## config.mk

```make
export PLATFORM = sky130hd
export DESIGN_NAME = clock_buffer_frame_manager_core_flat
export DESIGN_NICKNAME = d
export VERILOG_FILES = /design/src/sv/cbfm_pkg.sv /design/src/sv/cbfm_if.sv /design/src/sv/cbfm_datapath.sv /design/src/sv/cbfm_ctrl.sv /design/src/sv/clock_buffer_frame_manager_core.sv /design/src/flat_wrapper.sv
export SDC_FILE = /design/constraint.sdc
export NUM_CORES = 1
export LEC_CHECK = 0
export BUFFER_PORTS_ARGS = -buffer_cell sky130_fd_sc_hd__buf_2
export CORE_AREA = 5 5 293 295
export DETAILED_ROUTE_END_ITERATION = 8
export DIE_AREA = 0 0 298 300
export PLACE_DENSITY = 0.71
export REMOVE_ABC_BUFFERS = 1
export SETUP_SLACK_MARGIN = 0.5
export SLEW_MARGIN = 20
export SYNTH_ARGS = -nofsm -noshare
export SYNTH_HDL_FRONTEND = slang
export SYNTH_SLANG_ARGS = --single-unit
```

## constraint.sdc

```tcl
create_clock -name i_clk -period 13.9 [get_ports i_clk]
set_clock_uncertainty 0.15 [all_clocks]
set_input_delay 4.17 -clock i_clk [delete_from_list [all_inputs] [get_ports i_clk]]
set_output_delay 4.17 -clock i_clk [all_outputs]
set_load 0.01 [all_outputs]
```

## src/sv/cbfm_pkg.sv

```systemverilog
// Package for the clock buffer frame manager: sizes, command and status codes,
// and the controller/datapath command and status structs. No dependencies.
`default_nettype none
package cbfm_pkg;
    localparam int FRAMES      = 16;
    localparam int PIN_BITS    = 8;
    localparam int MAX_RESULTS = 16;
    localparam int IDX_W       = $clog2(FRAMES);
    localparam int CNT_W       = $clog2(MAX_RESULTS + 1);
    localparam logic [PIN_BITS-1:0] PIN_MAX = {PIN_BITS{1'b1}};
    localparam logic [IDX_W-1:0] LAST_IDX = IDX_W'(FRAMES - 1);

    localparam logic [2:0] CMD_READ    = 3'd0;
    localparam logic [2:0] CMD_ALLOC   = 3'd1;
    localparam logic [2:0] CMD_UNPIN   = 3'd2;
    localparam logic [2:0] CMD_FLUSH   = 3'd3;
    localparam logic [2:0] CMD_DISPOSE = 3'd4;

    localparam logic [2:0] ST_OK         = 3'd0;
    localparam logic [2:0] ST_FULL       = 3'd1;
    localparam logic [2:0] ST_NOT_PINNED = 3'd2;
    localparam logic [2:0] ST_PINNED     = 3'd3;
    localparam logic [2:0] ST_NOT_FOUND  = 3'd4;

    typedef struct packed {
        logic [2:0]  status;
        logic [3:0]  frame;
        logic        hit;
        logic        write_back;
        logic [7:0]  old_file_id;
        logic [31:0] old_page_no;
        logic        last;
    } t_result;

    typedef enum logic [3:0] {
        OP_NONE   = 4'd0,
        OP_LOAD   = 4'd1,  // latch request, start scan at frame 0
        OP_SCAN   = 4'd2,  // examine frame at scan index, advance
        OP_HITPIN = 4'd3,
        OP_UNPIN  = 4'd4,
        OP_CLEAR  = 4'd5,  // clear matched frame
        OP_ADV    = 4'd6,  // advance clock hand
        OP_SWEEP  = 4'd7,  // examine hand frame: if not a victim, clear ref bit and advance
        OP_INSTAL = 4'd8,  // install tag at hand
        OP_FCLEAR = 4'd9   // clear frame at scan index if of file and unpinned, advance
    } t_op;

    typedef struct packed {
        t_op op;
    } t_dp_cmd;

    typedef struct packed {
        logic             match;      // frame at scan index holds request tag
        logic             fmatch;     // frame at scan index valid and of file
        logic             scan_pin;   // frame at scan index pinned
        logic             scan_dirty;
        logic             scan_end;   // scan index is last frame
        logic             found;      // a match was recorded
        logic             any_free;   // some frame at scan has pin zero (tracked)
        logic             hand_take;  // hand frame is a victim
        logic [IDX_W-1:0] scan_idx;
        logic [IDX_W-1:0] hit_idx;
        logic [IDX_W-1:0] hand;
        logic [PIN_BITS-1:0] hit_pin;
        logic             hand_wb;
        logic [7:0]       hand_file;
        logic [31:0]      hand_page;
        logic [7:0]       req_file;
        logic [31:0]      scan_page;
        logic             req_dirty;
    } t_dp_stat;
endpackage
`default_nettype wire

```

## src/sv/cbfm_if.sv

```systemverilog
// Valid/ready channel interfaces for request and result transfers.
// No dependencies.
`default_nettype none
interface cbfm_req_if;
    logic        valid;
    logic        ready;
    logic [2:0]  command;
    logic [7:0]  file_id;
    logic [31:0] page_no;
    logic        mark_dirty;
    modport source (output valid, command, file_id, page_no, mark_dirty, input ready);
    modport sink   (input valid, command, file_id, page_no, mark_dirty, output ready);
endinterface

interface cbfm_rsp_if;
    logic        valid;
    logic        ready;
    logic [2:0]  status;
    logic [3:0]  frame;
    logic        hit;
    logic        write_back;
    logic [7:0]  old_file_id;
    logic [31:0] old_page_no;
    logic        last;
    modport source (output valid, status, frame, hit, write_back, old_file_id,
                    old_page_no, last, input ready);
    modport sink   (input valid, status, frame, hit, write_back, old_file_id,
                    old_page_no, last, output ready);
endinterface
`default_nettype wire

```

## src/sv/cbfm_datapath.sv

```systemverilog
// Frame table datapath: tags, flags, pin counts, clock hand, scan index.
// Depends on cbfm_pkg; driven by cbfm_ctrl.
`default_nettype none
module cbfm_datapath (
    input  wire              i_clk,
    input  wire              i_rst_n,
    input  wire [7:0]        i_file_id,
    input  wire [31:0]       i_page_no,
    input  wire              i_mark_dirty,
    input  cbfm_pkg::t_dp_cmd i_cmd,
    output cbfm_pkg::t_dp_stat o_stat
);
    import cbfm_pkg::*;

    logic [7:0]          r_tag_file [FRAMES];
    logic [31:0]         r_tag_page [FRAMES];
    logic [FRAMES-1:0]   r_valid, r_dirty, r_ref;
    logic [PIN_BITS-1:0] r_pin [FRAMES];
    logic [IDX_W-1:0]    r_hand, r_scan, r_hit;
    logic                r_found, r_free;
    logic [7:0]          r_file;
    logic [31:0]         r_page;
    logic                r_md;

    logic [IDX_W-1:0] hand_next, scan_next;
    logic s_match, s_fmatch, h_take;

    assign hand_next = (r_hand == LAST_IDX) ? '0 : r_hand + 1'b1;
    assign scan_next = r_scan + 1'b1;
    assign s_fmatch  = r_valid[r_scan] && r_tag_file[r_scan] == r_file;
    assign s_match   = s_fmatch && r_tag_page[r_scan] == r_page;
    assign h_take    = !r_valid[r_hand] || (!r_ref[r_hand] && r_pin[r_hand] == '0);

    always_ff @(posedge i_clk) begin
        if (!i_rst_n) begin
            r_valid <= '0;
            r_dirty <= '0;
            r_ref   <= '0;
            r_hand  <= LAST_IDX;
            r_scan  <= '0;
            r_hit   <= '0;
            r_found <= 1'b0;
            r_free  <= 1'b0;
            for (int k = 0; k < FRAMES; k++) r_pin[k] <= '0;
        end else begin
            case (i_cmd.op)
                OP_LOAD: begin
                    r_file  <= i_file_id;
                    r_page  <= i_page_no;
                    r_md    <= i_mark_dirty;
                    r_scan  <= '0;
                    r_found <= 1'b0;
                    r_free  <= 1'b0;
                end
                OP_SCAN: begin
                    if (s_match && !r_found) begin
                        r_found <= 1'b1;
                        r_hit   <= r_scan;
                    end
                    if (r_pin[r_scan] == '0) r_free <= 1'b1;
                    r_scan <= scan_next;
                end
                OP_HITPIN: begin
                    r_ref[r_hit] <= 1'b1;
                    if (r_pin[r_hit] != PIN_MAX) r_pin[r_hit] <= r_pin[r_hit] + 1'b1;
                end
                OP_UNPIN: begin
                    if (r_md) r_dirty[r_hit] <= 1'b1;
                    r_pin[r_hit] <= r_pin[r_hit] - 1'b1;
                end
                OP_CLEAR: begin
                    r_valid[r_hit] <= 1'b0;
                    r_dirty[r_hit] <= 1'b0;
                    r_ref[r_hit]   <= 1'b0;
                    r_pin[r_hit]   <= '0;
                end
                OP_ADV: r_hand <= hand_next;
                OP_SWEEP: begin
                    if (!h_take) begin
                        r_ref[r_hand] <= 1'b0;
                        r_hand <= hand_next;
                    end
                end
                OP_INSTAL: begin
                    r_tag_file[r_hand] <= r_file;
                    r_tag_page[r_hand] <= r_page;
                    r_valid[r_hand] <= 1'b1;
                    r_dirty[r_hand] <= 1'b0;
                    r_ref[r_hand]   <= 1'b1;
                    r_pin[r_hand]   <= PIN_BITS'(1);
                end
                OP_FCLEAR: begin
                    if (s_fmatch && r_pin[r_scan] == '0) begin
                        r_valid[r_scan] <= 1'b0;
                        r_dirty[r_scan] <= 1'b0;
                        r_ref[r_scan]   <= 1'b0;
                    end
                    r_scan <= scan_next;
                end
                default: ;
            endcase
        end
    end

    always_comb begin
        o_stat.match      = s_match;
        o_stat.fmatch     = s_fmatch;
        o_stat.scan_pin   = r_pin[r_scan] != '0;
        o_stat.scan_dirty = r_dirty[r_scan];
        o_stat.scan_end   = r_scan == LAST_IDX;
        o_stat.found      = r_found;
        o_stat.any_free   = r_free;
        o_stat.hand_take  = h_take;
        o_stat.scan_idx   = r_scan;
        o_stat.hit_idx    = r_hit;
        o_stat.hand       = r_hand;
        o_stat.hit_pin    = r_pin[r_hit];
        o_stat.hand_wb    = r_valid[r_hand] && r_dirty[r_hand];
        o_stat.hand_file  = r_tag_file[r_hand];
        o_stat.hand_page  = r_tag_page[r_hand];
        o_stat.req_file   = r_file;
        o_stat.scan_page  = r_tag_page[r_scan];
        o_stat.req_dirty  = r_md;
    end

    a_inst_free: assert property (@(posedge i_clk) disable iff (!i_rst_n)
        i_cmd.op == OP_INSTAL |-> !r_valid[r_hand] || r_pin[r_hand] == '0)
        else $error("installing over a pinned frame");
    a_hand_range: assert property (@(posedge i_clk) disable iff (!i_rst_n)
        r_hand <= LAST_IDX) else $error("clock hand out of range");
    a_adv: assert property (@(posedge i_clk) disable iff (!i_rst_n)
        i_cmd.op == OP_ADV |=> r_hand != $past(r_hand))
        else $error("hand did not advance");
endmodule
`default_nettype wire

```

## src/sv/cbfm_ctrl.sv

```systemverilog
// Command sequencer: tag scan, clock sweep, flush walk, result register.
// Depends on cbfm_pkg, cbfm_if; drives cbfm_datapath.
`default_nettype none
module cbfm_ctrl (
    input  wire               i_clk,
    input  wire               i_rst_n,
    cbfm_req_if.sink          req,
    cbfm_rsp_if.source        rsp,
    output cbfm_pkg::t_dp_cmd o_cmd,
    input  cbfm_pkg::t_dp_stat i_stat
);
    import cbfm_pkg::*;

    typedef enum logic [5:0] {
        S_IDLE   = 6'b00_0001,
        S_SCAN   = 6'b00_0010,
        S_DECIDE = 6'b00_0100,
        S_SWEEP  = 6'b00_1000,
        S_FLUSH  = 6'b01_0000,
        S_OUT    = 6'b10_0000
    } t_state;

    t_state r_state, n_state;
    logic [2:0] r_op, n_op;
    logic [CNT_W-1:0] r_cnt, n_cnt;
    logic r_vld, n_vld;
    t_result r_res, n_res;
    logic r_stg, n_stg;

    function automatic t_result mk(logic [2:0] s, logic [IDX_W-1:0] f, logic h);
        t_result r;
        r = '0;
        r.status = s;
        r.frame  = 4'(f);
        r.hit    = h;
        r.last   = 1'b1;
        return r;
    endfunction

    assign req.ready = r_state == S_IDLE && !r_vld;
    assign rsp.valid = r_vld;
    assign rsp.status = r_res.status;
    assign rsp.frame = r_res.frame;
    assign rsp.hit = r_res.hit;
    assign rsp.write_back = r_res.write_back;
    assign rsp.old_file_id = r_res.old_file_id;
    assign rsp.old_page_no = r_res.old_page_no;
    assign rsp.last = r_res.last;

    always_comb begin
        n_state = r_state;
        n_op    = r_op;
        n_cnt   = r_cnt;
        n_vld   = r_vld && !rsp.ready;
        n_res   = r_res;
        n_stg   = r_stg;
        o_cmd.op = OP_NONE;
        case (r_state)
            S_IDLE: begin
                if (req.valid && req.ready && req.command <= CMD_DISPOSE) begin
                    o_cmd.op = OP_LOAD;
                    n_op  = req.command;
                    n_cnt = '0;
                    n_stg = 1'b0;
                    n_state = (req.command == CMD_FLUSH) ? S_FLUSH : S_SCAN;
                end
            end
            S_SCAN: begin
                o_cmd.op = OP_SCAN;
                if (i_stat.scan_end) n_state = S_DECIDE;
            end
            S_DECIDE: begin
                if (r_op == CMD_READ || r_op == CMD_ALLOC) begin
                    if (i_stat.found) begin
                        o_cmd.op = OP_HITPIN;
                        n_res = mk(ST_OK, i_stat.hit_idx, 1'b1);
                        n_state = S_OUT;
                    end else begin
                        o_cmd.op = OP_ADV;
                        if (!i_stat.any_free) begin
                            n_res = mk(ST_FULL, '0, 1'b0);
                            n_state = S_OUT;
                        end else n_state = S_SWEEP;
                    end
                end else if (r_op == CMD_UNPIN) begin
                    if (!i_stat.found) n_res = mk(ST_NOT_FOUND, '0, 1'b0);
                    else if (i_stat.hit_pin == '0)
                        n_res = mk(ST_NOT_PINNED, i_stat.hit_idx, 1'b1);
                    else begin
                        o_cmd.op = OP_UNPIN;
                        n_res = mk(ST_OK, i_stat.hit_idx, 1'b1);
                    end
                    n_state = S_OUT;
                end else begin
                    if (!i_stat.found) n_res = mk(ST_OK, '0, 1'b0);
                    else begin
                        o_cmd.op = OP_CLEAR;
                        n_res = mk(ST_OK, i_stat.hit_idx, 1'b1);
                    end
                    n_state = S_OUT;
                end
            end
            S_SWEEP: begin
                if (i_stat.hand_take) begin
                    o_cmd.op = OP_INSTAL;
                    n_res = mk(ST_OK, i_stat.hand, 1'b0);
                    if (i_stat.hand_wb) begin
                        n_res.write_back  = 1'b1;
                        n_res.old_file_id = i_stat.hand_file;
                        n_res.old_page_no = i_stat.hand_page;
                    end
                    n_state = S_OUT;
                end else o_cmd.op = OP_SWEEP;
            end
            S_OUT: begin
                if (!r_vld) begin
                    n_vld = 1'b1;
                    n_state = S_IDLE;
                end
            end
            S_FLUSH: begin
                // a staged result is sent once the next match or the end is seen
                if (!r_vld) begin
                    if (i_stat.fmatch) begin
                        if (r_stg) begin
                            n_vld = 1'b1;
                            n_stg = 1'b0;
                        end else if (i_stat.scan_pin) begin
                            n_res = mk(ST_PINNED, i_stat.scan_idx, 1'b0);
                            n_vld = 1'b1;
                            n_state = S_IDLE;
                        end else begin
                            o_cmd.op = OP_FCLEAR;
                            n_res = mk(ST_OK, i_stat.scan_idx, 1'b0);
                            n_res.last = i_stat.scan_end ||
                                         r_cnt == CNT_W'(MAX_RESULTS - 1);
                            if (i_stat.scan_dirty) begin
                                n_res.write_back  = 1'b1;
                                n_res.old_file_id = i_stat.req_file;
                                n_res.old_page_no = i_stat.scan_page;
                            end
                            n_cnt = r_cnt + 1'b1;
                            if (n_res.last) begin
                                n_vld = 1'b1;
                                n_state = S_IDLE;
                            end else n_stg = 1'b1;
                        end
                    end else begin
                        o_cmd.op = OP_FCLEAR;
                        if (i_stat.scan_end) begin
                            if (!r_stg) n_res = mk(ST_OK, '0, 1'b0);
                            n_res.last = 1'b1;
                            n_vld = 1'b1;
                            n_stg = 1'b0;
                            n_state = S_IDLE;
                        end
                    end
                end
            end
            default: n_state = S_IDLE;
        endcase
    end

    always_ff @(posedge i_clk) begin
        if (!i_rst_n) begin
            r_state <= S_IDLE;
            r_vld   <= 1'b0;
            r_cnt   <= '0;
            r_stg   <= 1'b0;
            r_op    <= CMD_READ;
        end else begin
            r_state <= n_state;
            r_vld   <= n_vld;
            r_cnt   <= n_cnt;
            r_stg   <= n_stg;
            r_op    <= n_op;
        end
        r_res <= n_res;
    end

    a_ready: assert property (@(posedge i_clk) disable iff (!i_rst_n)
        req.ready |-> r_state == S_IDLE) else $error("ready outside idle");
    a_cnt: assert property (@(posedge i_clk) disable iff (!i_rst_n)
        r_cnt <= CNT_W'(MAX_RESULTS)) else $error("flush count overflow");
    a_hold: assert property (@(posedge i_clk) disable iff (!i_rst_n)
        r_vld && !rsp.ready |=> $stable(r_res))
        else $error("result changed while stalled");
endmodule
`default_nettype wire

```

## src/sv/clock_buffer_frame_manager_core.sv

```systemverilog
// Clock buffer frame manager: frame table of a buffer pool, clock replacement.
// One request channel (command, file_id, page_no, mark_dirty) and one result
// channel (status, frame, hit, write_back, old_file_id, old_page_no, last),
// both valid/ready; a transfer happens when valid and ready are both high.
// Requests are handled one at a time. Read, alloc, unpin and dispose scan the
// tag table one frame a cycle, then pass through a decide state and an output
// state, after which the result is valid. A read or alloc miss adds the clock
// sweep, unless no scanned frame is unpinned, which gives a full status. The
// next request is taken the cycle after the result transfers.
// Flush walks the frames one a cycle and emits up to 16 results, the final one
// flagged last; each result is held until the next matching frame or the end
// of the walk is found, and the walk pauses while a result waits for transfer.
// A stalled receiver holds the result and the block takes no new request.
// Unknown commands are taken and give no result.
// Synchronous reset clears valid, dirty, reference and pin state and puts the
// clock hand at the last frame; tags are undefined until written.
// Depends on cbfm_pkg, cbfm_if, cbfm_datapath, cbfm_ctrl.
`default_nettype none
module clock_buffer_frame_manager_core (
    input  wire        i_clk,
    input  wire        i_rst_n,
    cbfm_req_if.sink   req,
    cbfm_rsp_if.source rsp
);
    import cbfm_pkg::*;

    t_dp_cmd  dp_cmd;
    t_dp_stat dp_stat;

    cbfm_ctrl u_ctrl (
        .i_clk  (i_clk),
        .i_rst_n(i_rst_n),
        .req    (req),
        .rsp    (rsp),
        .o_cmd  (dp_cmd),
        .i_stat (dp_stat)
    );

    cbfm_datapath u_dp (
        .i_clk       (i_clk),
        .i_rst_n     (i_rst_n),
        .i_file_id   (req.file_id),
        .i_page_no   (req.page_no),
        .i_mark_dirty(req.mark_dirty),
        .i_cmd       (dp_cmd),
        .o_stat      (dp_stat)
    );
endmodule
`default_nettype wire
```

## src/flat_wrapper.sv

```systemverilog
// flat-port wrapper written by rule: the top's interface ports become plain ports
module clock_buffer_frame_manager_core_flat import cbfm_pkg::*;
  (i_clk, i_rst_n, req_valid, req_command, req_file_id, req_page_no, req_mark_dirty, req_ready, rsp_valid, rsp_status, rsp_frame, rsp_hit, rsp_write_back, rsp_old_file_id, rsp_old_page_no, rsp_last, rsp_ready);
  cbfm_req_if req_i ();
  cbfm_rsp_if rsp_i ();
  input  wire i_clk;
  input  wire i_rst_n;
  input wire logic [$bits(req_i.valid)-1:0] req_valid;
  input wire logic [$bits(req_i.command)-1:0] req_command;
  input wire logic [$bits(req_i.file_id)-1:0] req_file_id;
  input wire logic [$bits(req_i.page_no)-1:0] req_page_no;
  input wire logic [$bits(req_i.mark_dirty)-1:0] req_mark_dirty;
  output wire logic [$bits(req_i.ready)-1:0] req_ready;
  output wire logic [$bits(rsp_i.valid)-1:0] rsp_valid;
  output wire logic [$bits(rsp_i.status)-1:0] rsp_status;
  output wire logic [$bits(rsp_i.frame)-1:0] rsp_frame;
  output wire logic [$bits(rsp_i.hit)-1:0] rsp_hit;
  output wire logic [$bits(rsp_i.write_back)-1:0] rsp_write_back;
  output wire logic [$bits(rsp_i.old_file_id)-1:0] rsp_old_file_id;
  output wire logic [$bits(rsp_i.old_page_no)-1:0] rsp_old_page_no;
  output wire logic [$bits(rsp_i.last)-1:0] rsp_last;
  input wire logic [$bits(rsp_i.ready)-1:0] rsp_ready;
  assign req_i.valid = req_valid;
  assign req_i.command = req_command;
  assign req_i.file_id = req_file_id;
  assign req_i.page_no = req_page_no;
  assign req_i.mark_dirty = req_mark_dirty;
  assign req_ready = req_i.ready;
  assign rsp_valid = rsp_i.valid;
  assign rsp_status = rsp_i.status;
  assign rsp_frame = rsp_i.frame;
  assign rsp_hit = rsp_i.hit;
  assign rsp_write_back = rsp_i.write_back;
  assign rsp_old_file_id = rsp_i.old_file_id;
  assign rsp_old_page_no = rsp_i.old_page_no;
  assign rsp_last = rsp_i.last;
  assign rsp_i.ready = rsp_ready;
  clock_buffer_frame_manager_core u_core (.i_clk(i_clk), .i_rst_n(i_rst_n), .req(req_i), .rsp(rsp_i));
endmodule
```

==> impl_metrics.toml <==
[cts]
numClockSinks = 949
cts_tree = "built"
cts_made_buffers = 97
ctsResizeCount = 0
cts_root_buf = "clkbuf_16"
cts_buffer_depth = 3
clkTransAtPathRegs_ns = 0.06
hold_buffers = 0
cts_setup_buffers = 0
htree_levels = 3
insertion_delay_ns = 0.67

[synthesis]
synth_xor_area_share_pct = 0.930
synth-simple-area-share_pct = 6.75
synth-edff-count = 859
synth_compound_area_share_pct = 5.24
synth_top_family_by_area = "multiplexers"
ys_seq_elements = 949
synth_top_area_share_pct = 57.0
async_reset_ff_share_pct = 0
yosysWarnings = 0
syn_area_per_cell_um2 = 16.8
synth_top_area_cell = "edfxtp_1"
ys_seq_area_share_pct = 61.0
synth_cell_types = 79
ys_top_cells_by_area = "edfxtp_1 57%, mux4_2 21%, dfxtp_1 4.0%"
synth-main-ff-cell = "edfxtp_1"
netlist_instances = 2688
netlist_area_um2 = 45200
yosys.area_share.adder_pct = 0.360
synth_mux_area_share_pct = 23.3

[worst_hold_path]
min_path_cells = 2
hold_path_class = "reg -> reg"

[final_layout]
syn2layout_area_growth_pct = 10.4
final_common_cell = "edfxtp_1"
mostFrequentLayoutCells = "859 x edfxtp_1, 420 x mux4_2, 192 x nor2_1, 134 x nand2_1, 99 x buf_2"
nets = 2809
final_layout_size_suffix_gt1_share_pct = 28.2
antenna_cells = 0
nFillCells = 5909

[critical_path]
cp_data_arrival_time_ns = 8.70
crit_required_ns = 14.12
crit_type = "in -> reg"
crit_fanout = 49
crit_path_start_kind = "input port"
ff2ff_path_depth = 11
cp-end-kind = "flop"

[routing]
wirelength_um = 129000
first_pass_iters = 6
ant_nets = 0
dr.first_iter.drc_count = 3579
viasPerCell = 7.15
drcViolationCount = 0
routedWlPerCell_um = 32.9
vias = 27900

[power]
vdd_ir_drop_max_uv = 152
power_mw = 6.17
p_leak_nw = 15.7
power_density_nw_per_um2 = 124

[global_route]
grt_usage_pct = 28.3
antenna_found_initial = 2
grt_pass1_vias = 28400
grt_max_degree = 63
grt_overflow_total = 0
grt_pass1_wl_um = 189000

[placed_design]
hpwl_um = 73700
port_buffers = 99
gp_congestion = 0.931

[timing]
setup_violations = 0
rsz0062_at_grt = "false"
setup-tns-final_ns = 0
worstMarginPinSlew_ns = 1.20
min_period_over_period_pct = 61.0
slew_viol_final = 0
maxSlewHeadroom_pct = 19.4
fmax_mhz = 118
finalHoldViolCount = 0
hold_ws_ns = 0.306
period_needed_ns = 8.48

[floorplan]
die_height_um = 300
start_util_pct = 54.5
row_count = 106
core_region_area_um2 = 82900
io_pins = 100
die-area_um2 = 89400
die_width_um = 298

[flow_run]
cap_violations = 0

[status]
status = "completed"
## worst max-delay path, cell delays in order
cell and delay, ns:
buf_2 0.44, buf_4 0.60, nand2_1 0.24, nor3_1 0.59, nand2_1 0.26, inv_1 0.14
ha_1 0.32, and2_1 0.20, o21a_1 0.17, o21a_1 0.16, nor3_1 0.31, xor2_2 0.89
nor2_1 0.17
## Yosys cell counts, types with 27 or more instances
master	instances
a211oi_1	32
a21oi_1	75
a32o_1	41
buf_2	42
clkbuf_1	107
dfxtp_1	90
edfxtp_1	859
mux2i_1	42
mux4_2	420
nand2_1	134
nand3_1	68
nor2_1	209
nor2b_1	27
nor3_1	52
nor4_1	53
o21ai_0	40
xor2_1	34
## cell families (layout without fill, tap and decap cells)
kind of cell               count (synthesis)  in the layout
AOI/OAI and AO/OA                        333            333
xor gates and xnor gates                  48             48
adders and majority gates                 13             13
buffers and inverters                    216            358
DFF                                      949            949
muxes                                    495            495
and+or+nand+nor                          634            634
## metal layers
metal | global-route usage, % | up-vias | part of all wire (%)
met5 | 0 | - | 0.010
met4 | 9.86 | 2 | 3.6
met3 | 4.82 | 311 | 9.9
met2 | 46.6 | 1797 | 49
met1 | 39.0 | 14500 | 38
li1 | - | 11300 | -
## per-stage QoR
stage	std cells	instance area (um^2)	utilization, %	worst slack [ns]
global route	3910	49900	60.2	5.19
finish	3910	49900	60.2	5.42
CTS	3910	49900	60.2	5.58
detailed placement	3729	46700	56.4	4.90
floorplan	2495	44200	-	1.86
global placement	3729	46700	56.4	5.02
## path summary, 6_finish.rpt
path,endpoint,start,slack (ns)
worst max-delay path,u_core.u_dp.r_pin[12][6]$_SDFFCE_PN0P_,i_rst_n,5.42
worst max register to register,u_core.u_ctrl.rsp.old_file_id[7]$_DFFE_PP_,flop,8.00
worst min register to register,u_core.u_ctrl.r_cnt[4]$_SDFFE_PN0P_,u_core.u_ctrl.r_cnt[4]$_SDFFE_PN0P_,0.31
worst min-delay path,u_core.u_ctrl.r_cnt[4]$_SDFFE_PN0P_,u_core.u_ctrl.r_cnt[4]$_SDFFE_PN0P_,0.31
## registers in the layout, indices dropped and copies added (netlist names), 5 cells and up, named ones only
name                           cells
u_core.u_ctrl.r_cnt                5
u_core.u_dp.r_dirty               16
u_core.u_dp.r_tag_page           512
u_core.u_dp.r_valid               16
u_core.u_dp.r_ref                 16
u_core.u_ctrl.r_state              6
u_core.u_dp.r_pin                128
u_core.u_dp.r_tag_file           128
u_core.u_dp.r_file                 8
u_core.u_ctrl.rsp.old_file_id      8
u_core.u_dp.r_page                32
u_core.u_ctrl.rsp.old_page_no     32
## final cells by class
class | count | area [um^2] | share of cell area, %
timing repair buffer | 154 | 908 | 1.82
sequential | 949 | 27600 | 55.3
clock buffer | 123 | 2580 | 5.16
multi-input combinational | 1523 | 16800 | 33.6
clock inverter | 58 | 601 | 1.20
tap | 1080 | 1350 | 2.71
inverter | 23 | 86.3 | 0.173
## power by group
group	total (mW)	internal (mW)	switching (mW)
Combinational	0.317	0.135	0.182
Clock	2.62	1.52	1.10
Sequential	3.23	3.16	0.0710
Total	6.17	4.81	1.36
Power figures use the tool's default switching activity.
